$ cat config.mk
export PLATFORM = sky130hd
export DESIGN_NAME = http_response_splitter
export DESIGN_NICKNAME = d
export VERILOG_FILES = /design/src/rtl/hrs_pkg.sv /design/src/rtl/hrs_front.sv /design/src/rtl/hrs_queue.sv /design/src/rtl/hrs_back.sv /design/src/rtl/http_response_splitter.sv
export SDC_FILE = /design/constraint.sdc
export NUM_CORES = 1
export LEC_CHECK = 0
export BUFFER_PORTS_ARGS = -buffer_cell sky130_fd_sc_hd__buf_2
export CAP_MARGIN = 10
export CORE_MARGIN = 5
export CORE_UTILIZATION = 30
export DETAILED_ROUTE_END_ITERATION = 6
export SLEW_MARGIN = 10
export SYNTH_ARGS = -nofsm -noshare
export SYNTH_HDL_FRONTEND = slang
export SYNTH_HIERARCHICAL = 1
export SYNTH_SLANG_ARGS = --single-unit
$ cat constraint.sdc
create_clock -name clk_i -period 11.8 [get_ports clk_i]
set_clock_uncertainty 0.05 [all_clocks]
set_input_delay 0.59 -clock clk_i [delete_from_list [all_inputs] [get_ports clk_i]]
set_output_delay 0.59 -clock clk_i [all_outputs]
set_load 0.05 [all_outputs]
$ cat src/rtl/hrs_pkg.sv
// ----------------------------------------------------------------------------
// hrs_pkg: shared types and constants for the HTTP response splitter
// Command codes, queue entry type, limits and derived counter widths.
// ----------------------------------------------------------------------------
`timescale 1ns / 1ps
`default_nettype none

package hrs_pkg;

  localparam int HEADER_LIMIT = 128;
  localparam int BODY_LIMIT   = 128;
  localparam int QUEUE_DEPTH  = 4;

  localparam int HDR_CNT_W = $clog2(HEADER_LIMIT + 1);
  localparam int BODY_CNT_W = $clog2(BODY_LIMIT + 1);
  localparam int QPTR_W    = $clog2(QUEUE_DEPTH);
  localparam int QCNT_W    = $clog2(QUEUE_DEPTH + 1);

  localparam int CODE_W   = 10;
  localparam int OUT_W    = 22;
  localparam int OUT_TD_W = 24;
  localparam int IN_TD_W  = 8;
  localparam int IN_TU_W  = 2;

  // operation codes on the input channel
  localparam logic [1:0] OP_DATA  = 2'd0;
  localparam logic [1:0] OP_CLOSE = 2'd1;
  localparam logic [1:0] OP_START = 2'd2;

  localparam logic [7:0] CH_CR    = 8'd13;
  localparam logic [7:0] CH_LF    = 8'd10;
  localparam logic [7:0] CH_SPACE = 8'd32;
  localparam logic [7:0] CH_ZERO  = 8'd48;
  localparam logic [7:0] CH_NINE  = 8'd57;

  typedef enum logic [1:0] {
    CMD_DATA,
    CMD_CLOSE,
    CMD_START,
    CMD_NOP
  } cmd_e;

  typedef struct packed {
    cmd_e       cmd;
    logic [7:0] data;
  } entry_t;

  // expected character of the CR LF CR LF separator at a given match position
  function automatic logic [7:0] sep_char(input logic [1:0] pos);
    return pos[0] ? CH_LF : CH_CR;
  endfunction

endpackage

`default_nettype wire

$ cat src/rtl/hrs_front.sv
// ----------------------------------------------------------------------------
// hrs_front: input stage of the HTTP response splitter
// Takes input transfers, decodes the operation and hands entries to the queue.
// ----------------------------------------------------------------------------
`timescale 1ns / 1ps
`default_nettype none

module hrs_front (
  input  wire                           clk_i,
  input  wire                           rst_ni,
  input  wire                           s_valid_i,
  output logic                          s_ready_o,
  input  wire  [hrs_pkg::IN_TU_W-1:0]   s_op_i,
  input  wire  [7:0]                    s_data_i,
  output logic                          push_o,
  output hrs_pkg::entry_t               push_entry_o,
  input  wire                           q_full_i
);

  logic            valid_q, valid_d;
  hrs_pkg::entry_t entry_q, entry_d;
  hrs_pkg::cmd_e   cmd;

  always_comb begin
    unique case (s_op_i)
      hrs_pkg::OP_DATA:  cmd = hrs_pkg::CMD_DATA;
      hrs_pkg::OP_CLOSE: cmd = hrs_pkg::CMD_CLOSE;
      hrs_pkg::OP_START: cmd = hrs_pkg::CMD_START;
      default:           cmd = hrs_pkg::CMD_NOP;
    endcase
  end

  assign push_o       = valid_q && !q_full_i;
  assign s_ready_o    = !valid_q || !q_full_i;
  assign push_entry_o = entry_q;

  always_comb begin
    valid_d = valid_q;
    entry_d = entry_q;
    if (push_o) begin
      valid_d = 1'b0;
    end
    if (s_valid_i && s_ready_o) begin
      valid_d = 1'b1;
      entry_d = '{cmd: cmd, data: s_data_i};
    end
  end

  always_ff @(posedge clk_i or negedge rst_ni) begin
    if (!rst_ni) begin
      valid_q <= 1'b0;
    end else begin
      valid_q <= valid_d;
    end
  end

  always_ff @(posedge clk_i) begin
    entry_q <= entry_d;
  end

endmodule

`default_nettype wire

$ cat src/rtl/hrs_queue.sv
// ----------------------------------------------------------------------------
// hrs_queue: short queue between front and back of the response splitter
// Register-based FIFO of decoded entries, push and pop in the same cycle.
// ----------------------------------------------------------------------------
`timescale 1ns / 1ps
`default_nettype none

module hrs_queue (
  input  wire              clk_i,
  input  wire              rst_ni,
  input  wire              push_i,
  input  hrs_pkg::entry_t  push_entry_i,
  output logic             full_o,
  input  wire              pop_i,
  output logic             empty_o,
  output hrs_pkg::entry_t  head_o
);

  hrs_pkg::entry_t                  mem_q [hrs_pkg::QUEUE_DEPTH];
  logic [hrs_pkg::QPTR_W-1:0]       wr_ptr_q, wr_ptr_d;
  logic [hrs_pkg::QPTR_W-1:0]       rd_ptr_q, rd_ptr_d;
  logic [hrs_pkg::QCNT_W-1:0]       count_q, count_d;

  assign full_o  = (count_q == hrs_pkg::QCNT_W'(hrs_pkg::QUEUE_DEPTH));
  assign empty_o = (count_q == '0);
  assign head_o  = mem_q[rd_ptr_q];

  always_comb begin
    wr_ptr_d = wr_ptr_q;
    rd_ptr_d = rd_ptr_q;
    count_d  = count_q;
    if (push_i) begin
      wr_ptr_d = (wr_ptr_q == hrs_pkg::QPTR_W'(hrs_pkg::QUEUE_DEPTH - 1)) ? '0
                                                                          : wr_ptr_q + 1'b1;
    end
    if (pop_i) begin
      rd_ptr_d = (rd_ptr_q == hrs_pkg::QPTR_W'(hrs_pkg::QUEUE_DEPTH - 1)) ? '0
                                                                          : rd_ptr_q + 1'b1;
    end
    if (push_i && !pop_i) begin
      count_d = count_q + 1'b1;
    end else if (pop_i && !push_i) begin
      count_d = count_q - 1'b1;
    end
  end

  always_ff @(posedge clk_i or negedge rst_ni) begin
    if (!rst_ni) begin
      wr_ptr_q <= '0;
      rd_ptr_q <= '0;
      count_q  <= '0;
    end else begin
      wr_ptr_q <= wr_ptr_d;
      rd_ptr_q <= rd_ptr_d;
      count_q  <= count_d;
    end
  end

  always_ff @(posedge clk_i) begin
    if (push_i) begin
      mem_q[wr_ptr_q] <= push_entry_i;
    end
  end

endmodule

`default_nettype wire

$ cat src/rtl/hrs_back.sv
// ----------------------------------------------------------------------------
// hrs_back: parser and output stage of the response splitter
// Runs the header, status line and body state per entry, registers results.
// ----------------------------------------------------------------------------
`timescale 1ns / 1ps
`default_nettype none

module hrs_back (
  input  wire                             clk_i,
  input  wire                             rst_ni,
  input  wire                             q_empty_i,
  input  hrs_pkg::entry_t                 q_head_i,
  output logic                            pop_o,
  output logic                            m_valid_o,
  input  wire                             m_ready_i,
  output logic [hrs_pkg::OUT_TD_W-1:0]    m_data_o
);

  logic [hrs_pkg::HDR_CNT_W-1:0]  hdr_cnt_q, hdr_cnt_d;
  logic [1:0]                     sep_q, sep_d;
  logic                           in_body_q, in_body_d;
  logic [hrs_pkg::BODY_CNT_W-1:0] body_cnt_q, body_cnt_d;
  logic                           space_q, space_d;
  logic [1:0]                     digits_q, digits_d;
  logic [hrs_pkg::CODE_W-1:0]     code_q, code_d;
  logic                           bad_q, bad_d;
  logic                           prev_cr_q, prev_cr_d;
  logic                           settled_q, settled_d;
  logic                           closed_q, closed_d;

  logic                           out_valid_q;
  logic [hrs_pkg::OUT_W-1:0]      out_data_q, out_data_d;

  logic [7:0]                     b;
  logic                           keep;
  logic                           ok;
  logic [hrs_pkg::HDR_CNT_W-1:0]  hdr_inc;

  assign b     = q_head_i.data;
  assign pop_o = !q_empty_i && (!out_valid_q || m_ready_i);

  assign hdr_inc = hdr_cnt_q + 1'b1;

  always_comb begin
    hdr_cnt_d  = hdr_cnt_q;
    sep_d      = sep_q;
    in_body_d  = in_body_q;
    body_cnt_d = body_cnt_q;
    space_d    = space_q;
    digits_d   = digits_q;
    code_d     = code_q;
    bad_d      = bad_q;
    prev_cr_d  = prev_cr_q;
    settled_d  = settled_q;
    closed_d   = closed_q;
    keep       = 1'b0;

    unique case (q_head_i.cmd)
      hrs_pkg::CMD_START: begin
        hdr_cnt_d  = '0;
        sep_d      = '0;
        in_body_d  = 1'b0;
        body_cnt_d = '0;
        space_d    = 1'b0;
        digits_d   = '0;
        code_d     = '0;
        bad_d      = 1'b0;
        prev_cr_d  = 1'b0;
        settled_d  = 1'b0;
        closed_d   = 1'b0;
      end
      hrs_pkg::CMD_CLOSE: begin
        if (!closed_q) begin
          closed_d  = 1'b1;
          settled_d = 1'b1;
        end
      end
      hrs_pkg::CMD_DATA: begin
        if (!closed_q) begin
          if (in_body_q) begin
            if (body_cnt_q < hrs_pkg::BODY_CNT_W'(hrs_pkg::BODY_LIMIT)) begin
              body_cnt_d = body_cnt_q + 1'b1;
              keep       = 1'b1;
            end
          end else begin
            // status line parse on counted header bytes
            if (hdr_cnt_q < hrs_pkg::HDR_CNT_W'(hrs_pkg::HEADER_LIMIT)) begin
              hdr_cnt_d = hdr_inc;
              if (!settled_q) begin
                if (prev_cr_q && b == hrs_pkg::CH_LF) begin
                  settled_d = 1'b1;
                end else begin
                  if (!space_q) begin
                    if (b == hrs_pkg::CH_SPACE) begin
                      space_d = 1'b1;
                    end
                  end else if (digits_q != 2'd3) begin
                    if (b >= hrs_pkg::CH_ZERO && b <= hrs_pkg::CH_NINE) begin
                      code_d = {code_q[6:0], 3'b000} + {code_q[8:0], 1'b0}
                             + hrs_pkg::CODE_W'(b - hrs_pkg::CH_ZERO);
                    end else begin
                      bad_d = 1'b1;
                    end
                    digits_d = digits_q + 1'b1;
                  end
                  prev_cr_d = (b == hrs_pkg::CH_CR);
                  // header limit filled with no line end
                  if (hdr_inc >= hrs_pkg::HDR_CNT_W'(hrs_pkg::HEADER_LIMIT)) begin
                    bad_d     = 1'b1;
                    settled_d = 1'b1;
                  end
                end
              end
            end
            // separator matcher sees every header byte
            if (b == hrs_pkg::sep_char(sep_q)) begin
              sep_d = sep_q + 1'b1;
              if (sep_q == 2'd3) begin
                in_body_d = 1'b1;
              end
            end else begin
              sep_d = (b == hrs_pkg::CH_CR) ? 2'd1 : 2'd0;
            end
          end
        end
      end
      default: begin
      end
    endcase

    ok = settled_d && space_d && (digits_d == 2'd3) && !bad_d;
    out_data_d = {closed_d,
                  ok ? code_d : {hrs_pkg::CODE_W{1'b0}},
                  ok,
                  settled_d,
                  keep,
                  keep ? b : 8'd0};
  end

  always_ff @(posedge clk_i or negedge rst_ni) begin
    if (!rst_ni) begin
      hdr_cnt_q   <= '0;
      sep_q       <= '0;
      in_body_q   <= 1'b0;
      body_cnt_q  <= '0;
      space_q     <= 1'b0;
      digits_q    <= '0;
      code_q      <= '0;
      bad_q       <= 1'b0;
      prev_cr_q   <= 1'b0;
      settled_q   <= 1'b0;
      closed_q    <= 1'b0;
      out_valid_q <= 1'b0;
    end else begin
      if (pop_o) begin
        hdr_cnt_q  <= hdr_cnt_d;
        sep_q      <= sep_d;
        in_body_q  <= in_body_d;
        body_cnt_q <= body_cnt_d;
        space_q    <= space_d;
        digits_q   <= digits_d;
        code_q     <= code_d;
        bad_q      <= bad_d;
        prev_cr_q  <= prev_cr_d;
        settled_q  <= settled_d;
        closed_q   <= closed_d;
        out_valid_q <= 1'b1;
      end else if (m_ready_i) begin
        out_valid_q <= 1'b0;
      end
    end
  end

  always_ff @(posedge clk_i) begin
    if (pop_o) begin
      out_data_q <= out_data_d;
    end
  end

  assign m_valid_o = out_valid_q;
  assign m_data_o  = {{(hrs_pkg::OUT_TD_W - hrs_pkg::OUT_W){1'b0}}, out_data_q};

endmodule

`default_nettype wire

$ cat src/rtl/http_response_splitter.sv
// ----------------------------------------------------------------------------
// http_response_splitter: HTTP response status parser and body splitter
// Splits a byte stream into status result, headers and limited body.
// ----------------------------------------------------------------------------
// Usage:
//   Input stream carries one transfer per response byte or control event:
//   s_axis_tuser_i holds the operation (data byte, peer close, start new
//   response), s_axis_tdata_i the byte. Every input transfer yields exactly
//   one output transfer on the m_axis side with the body byte, its keep
//   flag, the status line result and the finished flag.
//   An accepted item passes through the front register, then a queue entry,
//   then the result register, before it shows on m_axis_tvalid_o.
//   Throughput: one item per cycle while m_axis_tready_i stays high; the
//   parser updates its whole state in the cycle an entry leaves the queue.
//   The four-entry queue decouples intake from the result register: when the
//   receiver stalls, the result holds, the queue fills, and s_axis_tready_o
//   drops once both the queue and the front register are occupied.
//   Reset clears all parse state and empties the queue and output register;
//   a start-new-response transfer clears the parse state in-band.
// ----------------------------------------------------------------------------
`timescale 1ns / 1ps
`default_nettype none

module http_response_splitter (
  input  wire                             clk_i,
  input  wire                             rst_ni,
  input  wire                             s_axis_tvalid_i,
  output logic                            s_axis_tready_o,
  input  wire  [hrs_pkg::IN_TD_W-1:0]     s_axis_tdata_i,  // [7:0] data_byte
  input  wire  [hrs_pkg::IN_TU_W-1:0]     s_axis_tuser_i,  // [1:0] operation
  output logic                            m_axis_tvalid_o,
  input  wire                             m_axis_tready_i,
  // [7:0] body_byte, [8] body_keep, [9] status_settled, [10] status_ok,
  // [20:11] status_code, [21] finished, [23:22] zero
  output logic [hrs_pkg::OUT_TD_W-1:0]    m_axis_tdata_o
);

  logic            push;
  hrs_pkg::entry_t push_entry;
  logic            q_full;
  logic            q_empty;
  logic            pop;
  hrs_pkg::entry_t q_head;

  hrs_front u_front (
    .clk_i        (clk_i),
    .rst_ni       (rst_ni),
    .s_valid_i    (s_axis_tvalid_i),
    .s_ready_o    (s_axis_tready_o),
    .s_op_i       (s_axis_tuser_i),
    .s_data_i     (s_axis_tdata_i),
    .push_o       (push),
    .push_entry_o (push_entry),
    .q_full_i     (q_full)
  );

  hrs_queue u_queue (
    .clk_i        (clk_i),
    .rst_ni       (rst_ni),
    .push_i       (push),
    .push_entry_i (push_entry),
    .full_o       (q_full),
    .pop_i        (pop),
    .empty_o      (q_empty),
    .head_o       (q_head)
  );

  hrs_back u_back (
    .clk_i     (clk_i),
    .rst_ni    (rst_ni),
    .q_empty_i (q_empty),
    .q_head_i  (q_head),
    .pop_o     (pop),
    .m_valid_o (m_axis_tvalid_o),
    .m_ready_i (m_axis_tready_i),
    .m_data_o  (m_axis_tdata_o)
  );

endmodule

`default_nettype wire

* Word-level counts from Yosys, hierarchy flattened
Memories as Yosys holds them, arrays and structs flattened. Index checks and enable logic that the tools add are counted.
Word-level totals: register bits 77, bits in writable memories 40, input bits 14, output and inout port bits 26, word-level logic and storage cells 174, memories kept 1
Operators by class: add/subtract/negate cells 11, magnitude comparators 5, equal/unequal tests 21, muxes and demuxes 84, reduce and logical (&&, ||, !) cells 31
Memory list:
- u_queue.mem_q | depth 4, bits a word 10, read ports 1, clocked after Yosys merged registers in 0, wr ports 1, line hrs_queue.sv:19 | hrs_pkg::entry_t mem_q [hrs_pkg::QUEUE_DEPTH];
Operators with widths (count):
- two-way mux 10 bit | 8
- two-way mux 8 bit | 6
- two-way mux 1 bit | 43
- case mux 8 bit (2 select lines) | 2
- two-way mux 2 bit | 12
- adder 10 bit | 2
- case mux 10 bit (2 select lines) | 1
- adder 8 x 1 -> 8 bit (second input constant) | 2
- == test 8 x 4 -> 1 bit (second input constant) | 2
- less-than comparator 8 bit (second input constant) | 2
- == test 2 bit (second input constant) | 6
- logical AND 1 bit | 10
- inequality test 2 bit (second input constant) | 5
- case mux 1 bit (2 select lines) | 5
- AND reduction 5 bit | 2
- two-way mux 3 bit | 3
- subtractor 8 x 6 -> 9 bit (second input constant) | 1
- adder 2 x 1 -> 2 bit (second input constant) | 4
- == test 8 x 6 -> 1 bit (second input constant) | 1
- == test 8 bit | 1
- greater-or-equal comparator 8 x 6 -> 1 bit (second input constant) | 1
- greater-or-equal comparator 8 bit (second input constant) | 1
- less-or-equal comparator 8 x 6 -> 1 bit (second input constant) | 1
- case mux 2 bit (2 select lines) | 2
- 15 further kinds | 29

* Longest topological paths before layout
Gate-level depths: netlist (run 1). An unclocked memory read counts as a cell.
word-level depth 15, gate-level depth with buffers 14, depth with buffers taken out 13

* Modules after synthesis
Netlist (run 1), hierarchy kept.
By module, submodules not included:
- hrs_back | instances 1, cells each 367, area an instance 3648.5 µm², seq. area each 1586.5 µm²
- hrs_queue | instances 1, cells each 89, area an instance 1863.0 µm², seq. area each 1376.3 µm²
- hrs_front | instances 1, cells each 17, area an instance 357.8 µm², seq. area each 325.3 µm²

* Worst setup path before layout (run 1)
No wires, ideal clock.
kind flip-flop to flip-flop, start reg u_queue/rd_ptr_q[0] (netlist name), end reg u_back/out_data_q[20] (netlist name), data pin, setup time 0.170 ns, arrival 3.494 ns, required time 11.580 ns, path slack 8.086 ns, stages on the path, launching flop included 12, buffers on the path 1, clock period less this slack 3.714 ns, cells stage by stage dfrtp_1 -> buf_6 -> mux4_2 -> ha_1 -> nor3_1 -> fa_1 -> ha_1 -> or4_1 -> o21ai_0 -> xnor2_1 -> nand3_1 -> a311oi_2
RTL lines:
- start: declaration | line hrs_queue.sv:21 | logic [hrs_pkg::QPTR_W-1:0] rd_ptr_q, rd_ptr_d;
- start signal: assignment | line hrs_queue.sv:54 | rd_ptr_q <= rd_ptr_d;
- end signal: assignment | line hrs_back.sv:176 | out_data_q <= out_data_d;
- end: declaration | line hrs_back.sv:32 | logic [hrs_pkg::OUT_W-1:0] out_data_q, out_data_d;

==> out/qor.yml, run 1 <==
sta:
  rsz0062_at_grt: "false"
  post-route-period-util_pct: 36.4
  period_minus_slack_ps: 4300
  tightest_slew_ps: 1110
  setup_ws_ps: 7500
  finalSetupTns_ps: 0
  setup_viol: 0
  drv_slew: 0
  hold_violations: 0
  hold-worst-slack_ps: 139
  maxSlewHeadroom_pct: 25.6
  timing.fmax_mhz: 233
critical_path:
  worstReg2RegStart: "u_queue/rd_ptr_q[0]"
  worstPathArrival_ps: 4490
  path_class: "flip-flop to flip-flop"
  regToRegSetupSlack_ps: 7500
  cp-end-kind: "flip-flop"
  cp.required_ps: 12000
  crit_path_max_fanout: 13
  crit-reg2reg-capture: "u_back/out_data_q[20]"
  r2r_cells: 10
  start_kind: "flip-flop"
die:
  die_area_sq_mm: 0.0225
  io_pins: 40
  rows: 51
  start_util_pct: 30.4
  core_area_sq_mm: 0.0193
  fp.dieH_um: 150
  die_w_um: 150
global_route:
  grt_pass1_wl_mm: 19.7
  grt_pass1_vias: 3871
  grt_max_degree: 46
  grt.total_usage_pct: 11.3
  antenna_found_initial: 0
  overflow: 0
pwr:
  sw_frac_of_total_pct: 40.0
  switchingPower_uw: 784
  p_comb_share_pct: 41.5
  max-vdd-ir-drop_v: 0.000136
  cell_internal_pwr_mw: 1.18
  p_clk_share_pct: 26.7
  finalPower_mw: 1.96
  p_leak_nw: 2.76
  powerDensity_mw_per_mm2: 284
  p_seq_share_pct: 31.7
yosys:
  syn_area_sq_mm: 0.00587
  synthFlopType: "edfxtp_1"
  synth_seq_cells: 117
  syn_avg_cell_area_sq_um: 12.4
  syn_inst: 473
  synth_edf_count: 72
  synth_seq_area_share_pct: 56.0
  synth.distinct_cells: 64
  synthArstFlopShare_pct: 38.5
  yosysWarnings: 6
cts:
  clk_pin_slew_ps: 50
  cts-buffers-inserted: 17
  clk_latency_ps: 420
  postCtsHoldBufs: 0
  clock_path_buffers: 2
  tritoncts: "built"
  cts.root.buffer_cell: "clkbuf_16"
  cts_resized: 0
  post_cts_buffers: 0
  h-tree-depth: 4
  clock_sinks: 117
finish:
  area_delta_synth_final_pct: 17.5
  layout.nets: 559
  antennaDiodeCount: 0
  final_area_sq_mm: 0.00690
  post_route_cells_drive_above_1_share_pct: 18.1
worst_hold_path:
  hold_path_class: "input pin to asynchronous set/reset pin"
outcome:
  outcome: "completed"
drt:
  routed_wl_mm: 11.8
  drt_iter0_drc: 283
  vias_per_cell: 4.75
  drtAntennaViolNets: 0
  first_pass_iters: 4
  drc_errors: 0
  vias: 3752
  wl_per_cell_um: 14.9
job:
  drv_cap: 0
placed_design:
  dp_hpwl_mm: 8.39
  gp_congestion: 0.873
  numPortBuffers: 37
  preCtsSetupSlack_ps: 7510
  post_dp_cell_area_sq_mm: 0.00629
-- worst max-delay path by stage --
stage | depth (start not counted) | startpoint | slack (ps) | to
after global placement | 10 | u_queue/rd_ptr_q[0] | 7620 | u_back/out_data_q[20]
after detailed placement | 10 | u_queue/rd_ptr_q[0] | 7510 | u_back/out_data_q[20]
final | 10 | u_queue/rd_ptr_q[0] | 7500 | u_back/out_data_q[20]
after CTS | 10 | u_queue/rd_ptr_q[0] | 7490 | u_back/out_data_q[20]
after floorplan | 11 | u_queue/rd_ptr_q[0] | 8090 | u_back/out_data_q[20]
after global routing | 10 | u_queue/rd_ptr_q[0] | 7270 | u_back/out_data_q[20]
-- power by group through the flow --
stage	clock [mW]	combinational (mW)	sequential (mW)
floorplan	0	0.588	0.668
global placement	0	0.792	0.626
detailed placement	0	0.812	0.632
CTS	0.536	0.819	0.625
global route	0.556	0.911	0.637
finish	0.524	0.814	0.622
-- flip-flops by register name, summed over array words and instances, names as in the netlist, 2 cells and up --
name	count
u_queue/mem_q	40
u_back/out_data_q	22
u_back/sep_q	2
u_front/push_entry_o	10
u_back/body_cnt_q	8
u_queue/rd_ptr_q	2
u_back/code_q	10
u_back/hdr_cnt_q	8
u_queue/wr_ptr_q	2
u_queue/count_q	3
u_back/digits_q	2
-- worst max-delay path, stage by stage, from the launching register on --
cell and delay (ps):
dfrtp_1 780, mux4_2 640, ha_1 280, nor3_1 330
fa_1 490, ha_1 230, or4_1 510, o21ai_0 210
xnor2_1 170, nand3_1 150, a311oi_2 260
-- metal layers --
layer / wire length (um) / global-route usage [%] / vias up
met4: 135 / 4.48 / 0
li1: - / - / 1809
met3: 738 / 3.48 / 9
met1: 5020 / 13.8 / 1833
met5: 0 / 0 / -
met2: 5860 / 18.6 / 101
-- layout make-up --
type,count,area [sq um]
tap,265,332
timing repair buffer,39,203
inverter,30,113
clock buffer,18,429
sequential,117,3290
clock inverter,14,174
multi-input combinational,307,2360
fill,1886,12400
-- cells in the mapped netlist, types with 2 or more instances --
cell / instances / area share [%]
a211oi_1: 5 / 0.64
a211oi_2: 2 / 0.43
a21oi_1: 18 / 1.5
a221o_1: 3 / 0.51
a22o_1: 5 / 0.75
a31oi_1: 4 / 0.43
and2_1: 12 / 1.3
and3_1: 11 / 1.2
and4_1: 2 / 0.30
buf_2: 5 / 0.43
buf_4: 2 / 0.26
buf_6: 3 / 0.58
clkbuf_1: 10 / 0.64
dfrtp_1: 45 / 19
edfxtp_1: 72 / 37
fa_1: 8 / 2.7
ha_1: 25 / 5.3
inv_1: 29 / 1.9
mux2_2: 5 / 0.96
mux4_1: 2 / 0.90
mux4_2: 8 / 3.1
nand2_1: 38 / 2.4
nand2b_1: 6 / 0.64
nand3_1: 12 / 1.0
nand4_1: 7 / 0.75
nor2_1: 32 / 2.0
nor2b_1: 4 / 0.43
nor3_1: 10 / 0.85
nor3_2: 4 / 0.68
nor3b_1: 5 / 0.64
nor4_1: 2 / 0.21
o211ai_1: 2 / 0.26
o21a_1: 2 / 0.26
o21ai_0: 22 / 1.9
o21ai_1: 2 / 0.17
or4_1: 2 / 0.26
xnor2_1: 8 / 1.2
xor2_1: 13 / 1.9
-- kinds of logic (layout without fill, tap and decap cells) --
logic type	after synthesis	after routing	synth area share, %
AO/OA/AOI/OAI	82	82	9.74
XOR/XNOR	21	21	3.13
adder cells (fa/ha/maj)	33	33	8.06
buffers and inverters	50	101	3.82
multiplexers	16	16	5.09
flip-flops	117	117	56.0
other	1	2	0.0639
AND/OR/NAND/NOR	153	153	14.1
-- layout by cell type (no fill, tap or decap), types with 13 or more instances in the layout --
cell       count
inv_1         29
buf_2         36
xor2_1        13
dfrtp_1       45
ha_1          25
nand2_1       38
clkbuf_16     17
edfxtp_1      72
nor2_1        32
a21oi_1       18
o21ai_0       22
-- metrics by stage --
step,std cells,utilization (%)
after floorplan,474,-
after global placement,758,32.6
after detailed placement,758,32.6
after CTS,790,35.7
after global routing,790,35.7
final,790,35.7
Note: power is estimated with default switching activity, not from simulation.
==> inputs of run 2 (changes only) <==
clock period = 3.52 ns   (was 11.8 ns; I/O delays follow)
==> run 2 against run 1 <==
  * Total power rose to 3.7 times the previous value
  * Non-clock buffer count is 43 higher
  * Maximum frequency grew 23%
  * Via count rose by 5.1%
  * Critical path depth is the same
  * Cell area up 7.0%
  * Setup slack worse by 7500 ps
  * Register-to-register slack lost 7500 ps
  * Combinational power grew to 4.3 times the previous value
  * Largest cell class unchanged
  * Highest routed layer unchanged
==> out/qor.yml, run 2 (same netlist as run 1, synthesis figures left out) <==
sta:
  maxSlewHeadroom_pct: 37.3  # +12 points
  hold_violations: 0  # unchanged
  timing.fmax_mhz: 285  # +23%
  period_minus_slack_ps: 3510  # -791 ps
  post-route-period-util_pct: 99.6  # +63 points
  hold-worst-slack_ps: 24.9  # -114 ps
  rsz0062_at_grt: "true"
  setup_viol: 0  # unchanged
  drv_slew: 0  # unchanged
  setup_ws_ps: 13.5  # -7490 ps
  tightest_slew_ps: 938  # -173 ps
  finalSetupTns_ps: 0  # unchanged
finish:
  num-fill-cells: 1829  # -3.0%
  layout.nets: 602  # +7.7%
  antennaDiodeCount: 0  # unchanged
  final_cell_mix: "72 x edfxtp_1, 44 x dfrtp_1, 38 x nand2_1"
  top_register: "u_queue/mem_q"
  post_route_cells_drive_above_1_share_pct: 26.1  # +8.0 points
  largest_register_ffs: 40  # unchanged
  reg_top3: "u_queue/mem_q x40, u_back/out_data_q x22"
  layout_commonest_cell: "edfxtp_1"
  area_delta_synth_final_pct: 25.8
pwr:
  p_leak_nw: 2.97  # +7.5%
  max-vdd-ir-drop_v: 0.000474  # +250%
  powerDensity_mw_per_mm2: 983  # +250%
  finalPower_mw: 7.26  # +270%
critical_path:
  cp.required_ps: 3710  # -8290 ps
  crit_path_max_fanout: 4  # -9
  worstPathArrival_ps: 3700  # -790 ps
  start_kind: "flip-flop"
  path_class: "flip-flop to flip-flop"
  cp-end-kind: "flip-flop"
cts:
  cts-buffers-inserted: 17  # unchanged
  cts.root.buffer_cell: "clkbuf_16"
  clock_path_buffers: 2  # unchanged
  tritoncts: "built"
  clock_sinks: 117  # unchanged
  clk_latency_ps: 420  # about the same
  h-tree-depth: 4  # unchanged
  clk_pin_slew_ps: 60  # about the same
global_route:
  overflow: 0  # unchanged
  grt_pass1_wl_mm: 20.2  # +2.7%
  grt_pass1_vias: 3956  # +2.2%
  grt.total_usage_pct: 11.6  # +0.27 points
  grt_max_degree: 46  # unchanged
  antenna_found_initial: 0  # unchanged
die:
  core_area_sq_mm: 0.0193  # unchanged
  die_area_sq_mm: 0.0225  # unchanged
  fp.dieH_um: 150  # unchanged
  rows: 51  # unchanged
  io_pins: 40  # unchanged
  die_w_um: 150  # unchanged
  start_util_pct: 30.4  # unchanged
drt:
  vias: 3943  # +5.1%
  first_pass_iters: 4  # unchanged
  routed_wl_mm: 12.2  # +3.7%
  vias_per_cell: 4.73  # -0.33%
  drt_iter0_drc: 277  # -2.1%
  wl_per_cell_um: 14.6  # -1.6%
  drtAntennaViolNets: 0  # unchanged
  drc_errors: 0  # unchanged
worst_hold_path:
  hold_path_class: "input pin to flip-flop"
job:
  drv_cap: 0  # unchanged
placed_design:
  dp_hpwl_mm: 8.83  # +5.3%
  preCtsSetupSlack_ps: -101  # -7610 ps
  numPortBuffers: 37  # unchanged
  gp_congestion: 0.805  # -7.8%
outcome:
  outcome: "completed"
[run 2: report_power, final]
group	switching, mW	leakage, nW	internal, mW
clock	0.627	0.279	1.04
combinational	2.05	1.41	1.48
sequential	0.226	1.29	1.83
total	2.91	2.97	4.35
[run 2: per-stage QoR]
stage / instances / util [%] / cell area (sq um)
global route: 833 / 38.2 / 7380
detailed placement: 785 / 33.7 / 6520
CTS: 829 / 37.4 / 7240
finish: 833 / 38.2 / 7380
floorplan: 474 / - / 5900
global placement: 785 / 33.7 / 6520
[run 2: per-layer routing]
| layer | vias up | wire (um) | track usage [%] |
|---|---|---|---|
| met5 | - | 0 | 0 |
| met3 | 20 | 494 | 3.21 |
| met4 | 0 | 235 | 4.53 |
| met1 | 1931 | 5400 | 14.1 |
| met2 | 96 | 6070 | 19.4 |
| li1 | 1896 | - | - |
[run 2: worst paths after layout]
path / start / end / slack, ps / depth (start not counted)
hold / removal: m_axis_tready_i / u_back/m_valid_o / 20 / 3
setup reg to reg: u_queue/rd_ptr_q[0] / u_back/out_data_q[20] / 10 / 10
min in group asynchronous: rst_ni / u_back/hdr_cnt_q[4] / 280 / 2
max in group asynchronous: rst_ni / u_queue/rd_ptr_q[0] / 2690 / 2
setup / recovery: u_queue/rd_ptr_q[0] / u_back/out_data_q[20] / 10 / 10
hold reg to reg: u_front/push_entry_o[3] / u_queue/mem_q[3][3] / 450 / 0
[run 2: cell type report]
| type | count | area (sq um) | area share, % |
|---|---|---|---|
| flip-flops and latches | 117 | 3290 | 44.6 |
| repair buffers | 82 | 568 | 7.70 |
| clock buffers | 17 | 425 | 5.76 |
| well taps | 265 | 332 | 4.49 |
| multi-input cells | 307 | 2500 | 33.8 |
| clock inverters | 15 | 158 | 2.14 |
| inverters | 30 | 113 | 1.53 |
[run 2: critical path, cell delays in order, from the launching register on]
cell and delay, ps:
dfrtp_2 450, mux4_2 610, ha_4 230, nor3_4 150, fa_1 450, ha_2 220
or4_4 530, o21ai_2 160, xnor2_1 140, nand3_1 130, a311oi_2 210
[run 2: timing repair]
action,CTS,global route
pin swaps,0,16
gates resized for setup,4,22
buffers inserted,0,4
endpoints found under the setup margin,4,10
hold buffers,12,0
hold endpoints to repair,56,0
==> inputs of run 3 (changes only) <==
CORE_UTILIZATION = 43   (was 30)
CTS_BUF_LIST = sky130_fd_sc_hd__clkbuf_8   (was not set)
==> run 3 against run 2 <==
  * Sequential share of layout area up 1.5 points
  * Global-route usage up 3.7 points
  * Cell area down 3.2%
  * Die area down 28%
  * Critical path depth up 4
  * Non-clock buffer count up 10
  * Via count up 0.56%
  * Setup slack better by 8.6 ps
  * Final cell count down 9.5%
  * Combinational power up 2%
  * Sequential power about the same
  * Maximum frequency up 0.24%
  * Largest cell class unchanged
  * Largest power group unchanged
==> out/qor.yml, run 3 (same netlist as run 1, synthesis figures left out) <==
pwr:
  p_leak_nw: 2.94  # -1.2%
  powerDensity_mw_per_mm2: 962  # -2.2%
  finalPower_mw: 6.87  # -5.3%
  max-vdd-ir-drop_v: 0.000456  # -3.9%
die:
  die_area_sq_mm: 0.0161  # -28%
  rows: 42  # -18%
  core_area_sq_mm: 0.0133  # -31%
  start_util_pct: 44.1  # +14 points
  io_pins: 40  # unchanged
  fp.dieH_um: 127  # -15%
  die_w_um: 127  # -15%
finish:
  largest_register_ffs: 40  # unchanged
  area_delta_synth_final_pct: 21.7
  final_cell_mix: "72 x edfxtp_1, 44 x dfrtp_1, 40 x buf_4"
  top_register: "u_queue/mem_q"
  antennaDiodeCount: 0  # unchanged
  reg_top3: "u_queue/mem_q x40, u_back/out_data_q x22"
  layout.nets: 612  # +1.7%
  num-fill-cells: 1137  # -38%
  layout_commonest_cell: "edfxtp_1"
  post_route_cells_drive_above_1_share_pct: 26.5  # +0.41 points
worst_hold_path:
  hold_start: "s_axis_tdata_i[6]"
  hold_end: "u_front/push_entry_o[6]"
  hold_path_class: "input pin to flip-flop"
  whs_path_depth: 2  # -1
drt:
  vias_per_cell: 5.26  # +11%
  routed_wl_mm: 11.8  # -3.3%
  drc_errors: 0  # unchanged
  vias: 3965  # +0.56%
  first_pass_iters: 4  # unchanged
  drtAntennaViolNets: 0  # unchanged
  wl_per_cell_um: 15.6  # +6.8%
  drt_iter0_drc: 284  # +2.5%
job:
  drv_cap: 0  # unchanged
sta:
  finalSetupTns_ps: 0  # unchanged
  timing.fmax_mhz: 286  # +0.24%
  maxSlewHeadroom_pct: 29.6  # -7.8 points
  setup_viol: 0  # unchanged
  tightest_slew_ps: 1060  # +119 ps
  post-route-period-util_pct: 99.4  # -0.24 points
  period_minus_slack_ps: 3500  # -8.56 ps
  rsz0062_at_grt: "true"
  hold_violations: 0  # unchanged
  drv_slew: 0  # unchanged
critical_path:
  cp-end-kind: "flip-flop"
  crit_path_max_fanout: 5  # +1
  path_class: "flip-flop to flip-flop"
  r2r_cells: 14  # +4
  worstPathArrival_ps: 3640  # -60 ps
  crit-reg2reg-capture: "u_back/out_data_q[19]"
  start_kind: "flip-flop"
  regToRegSetupSlack_ps: 20  # about the same
  worstReg2RegStart: "u_queue/rd_ptr_q[0]"
  cp.required_ps: 3660  # -50 ps
cts:
  clock_path_buffers: 2  # unchanged
  cts.root.buffer_cell: "clkbuf_8"
  clock_sinks: 117  # unchanged
  cts-buffers-inserted: 17  # unchanged
  clk_latency_ps: 440  # +20 ps
  clk_pin_slew_ps: 70  # about the same
  tritoncts: "built"
  h-tree-depth: 4  # unchanged
global_route:
  grt_max_degree: 46  # unchanged
  antenna_found_initial: 0  # unchanged
  grt.total_usage_pct: 15.3  # +3.7 points
  overflow: 0  # unchanged
  grt_pass1_wl_mm: 19.3  # -4.5%
  grt_pass1_vias: 3943  # -0.33%
outcome:
  outcome: "completed"
placed_design:
  dp_hpwl_mm: 8.36  # -5.3%
  numPortBuffers: 37  # unchanged
  gp_congestion: 0.841  # +4.5%
-- run 3: changes by cell type in the layout (fill, tap and decap cells not counted), sizes merged --
cell	delta
clkinv	-2
bufinv	+1
buf	+9
clkinvlp	+1
dlygate4sd3	+1
-- run 3: how the worst max path moves through the flow --
stage	start	to	slack, ps
final	u_queue/rd_ptr_q[0]	u_back/out_data_q[19]	20
after global routing	u_queue/rd_ptr_q[0]	u_back/out_data_q[20]	-130
after CTS	u_queue/rd_ptr_q[0]	u_back/out_data_q[19]	4
after detailed placement	u_queue/rd_ptr_q[0]	u_back/out_data_q[20]	-100
after global placement	u_queue/rd_ptr_q[0]	u_back/out_data_q[20]	20
after floorplan	u_queue/rd_ptr_q[0]	u_back/out_data_q[20]	-20
-- run 3: metrics by stage --
stage	worst slack, ps	area, sq um	instances	util (%)	hold WS (ps)
2_1_floorplan	-17.2	5900	474	-	-170
3_3_place_gp	18.8	6450	702	48.5	303
3_5_place_dp	-104	6450	702	48.5	304
4_1_cts	4.23	6990	748	52.6	352
5_1_grt	-130	7140	754	53.7	371
6_report	22.0	7140	754	53.7	398
-- run 3: final cells by class --
type / count / area, sq um / area share, %
inverters: 30 / 113 / 1.58
multi-input cells: 307 / 2480 / 34.8
clock buffers: 17 / 234 / 3.28
clock inverters: 15 / 164 / 2.30
flip-flops and latches: 117 / 3290 / 46.1
well taps: 176 / 220 / 3.08
repair buffers: 92 / 638 / 8.93
-- run 3: worst max-delay path: stages, from the launching register on --
cell      delay (ps)
dfrtp_2          440
mux4_2           590
inv_1            140
ha_4             210
inv_2             50
fa_1             430
inv_2             90
ha_4             210
o21a_1           170
o31a_1           120
buf_4            140
o211ai_1         270
a31oi_4          140
a21oi_2          170
nor3_2            40
-- run 3: metal layers --
metal | routed length, um | vias to the layer above | GRT usage [%] | part of all wire, %
met5 | 0 | - | 0 | 0
met4 | 335 | 0 | 8.20 | 2.8
met3 | 598 | 25 | 4.79 | 5.1
met2 | 5830 | 92 | 23.9 | 49
met1 | 5020 | 1941 | 19.0 | 43
li1 | - | 1907 | - | -
-- run 3: where the power goes --
group | total, mW | switching [mW] | internal, mW
clock | 1.23 | 0.541 | 0.689
sequential | 2.05 | 0.222 | 1.83
combinational | 3.59 | 2.05 | 1.54
-- run 3: timing repair --
| item | CTS | global route |
|---|---|---|
| endpoints found under the hold margin | 57 | 0 |
| setup buffers | 1 | 6 |
| resized for setup | 1 | 22 |
| pin swaps | 2 | 9 |
| endpoints found under the setup margin | 4 | 9 |
| hold buffers | 13 | 0 |
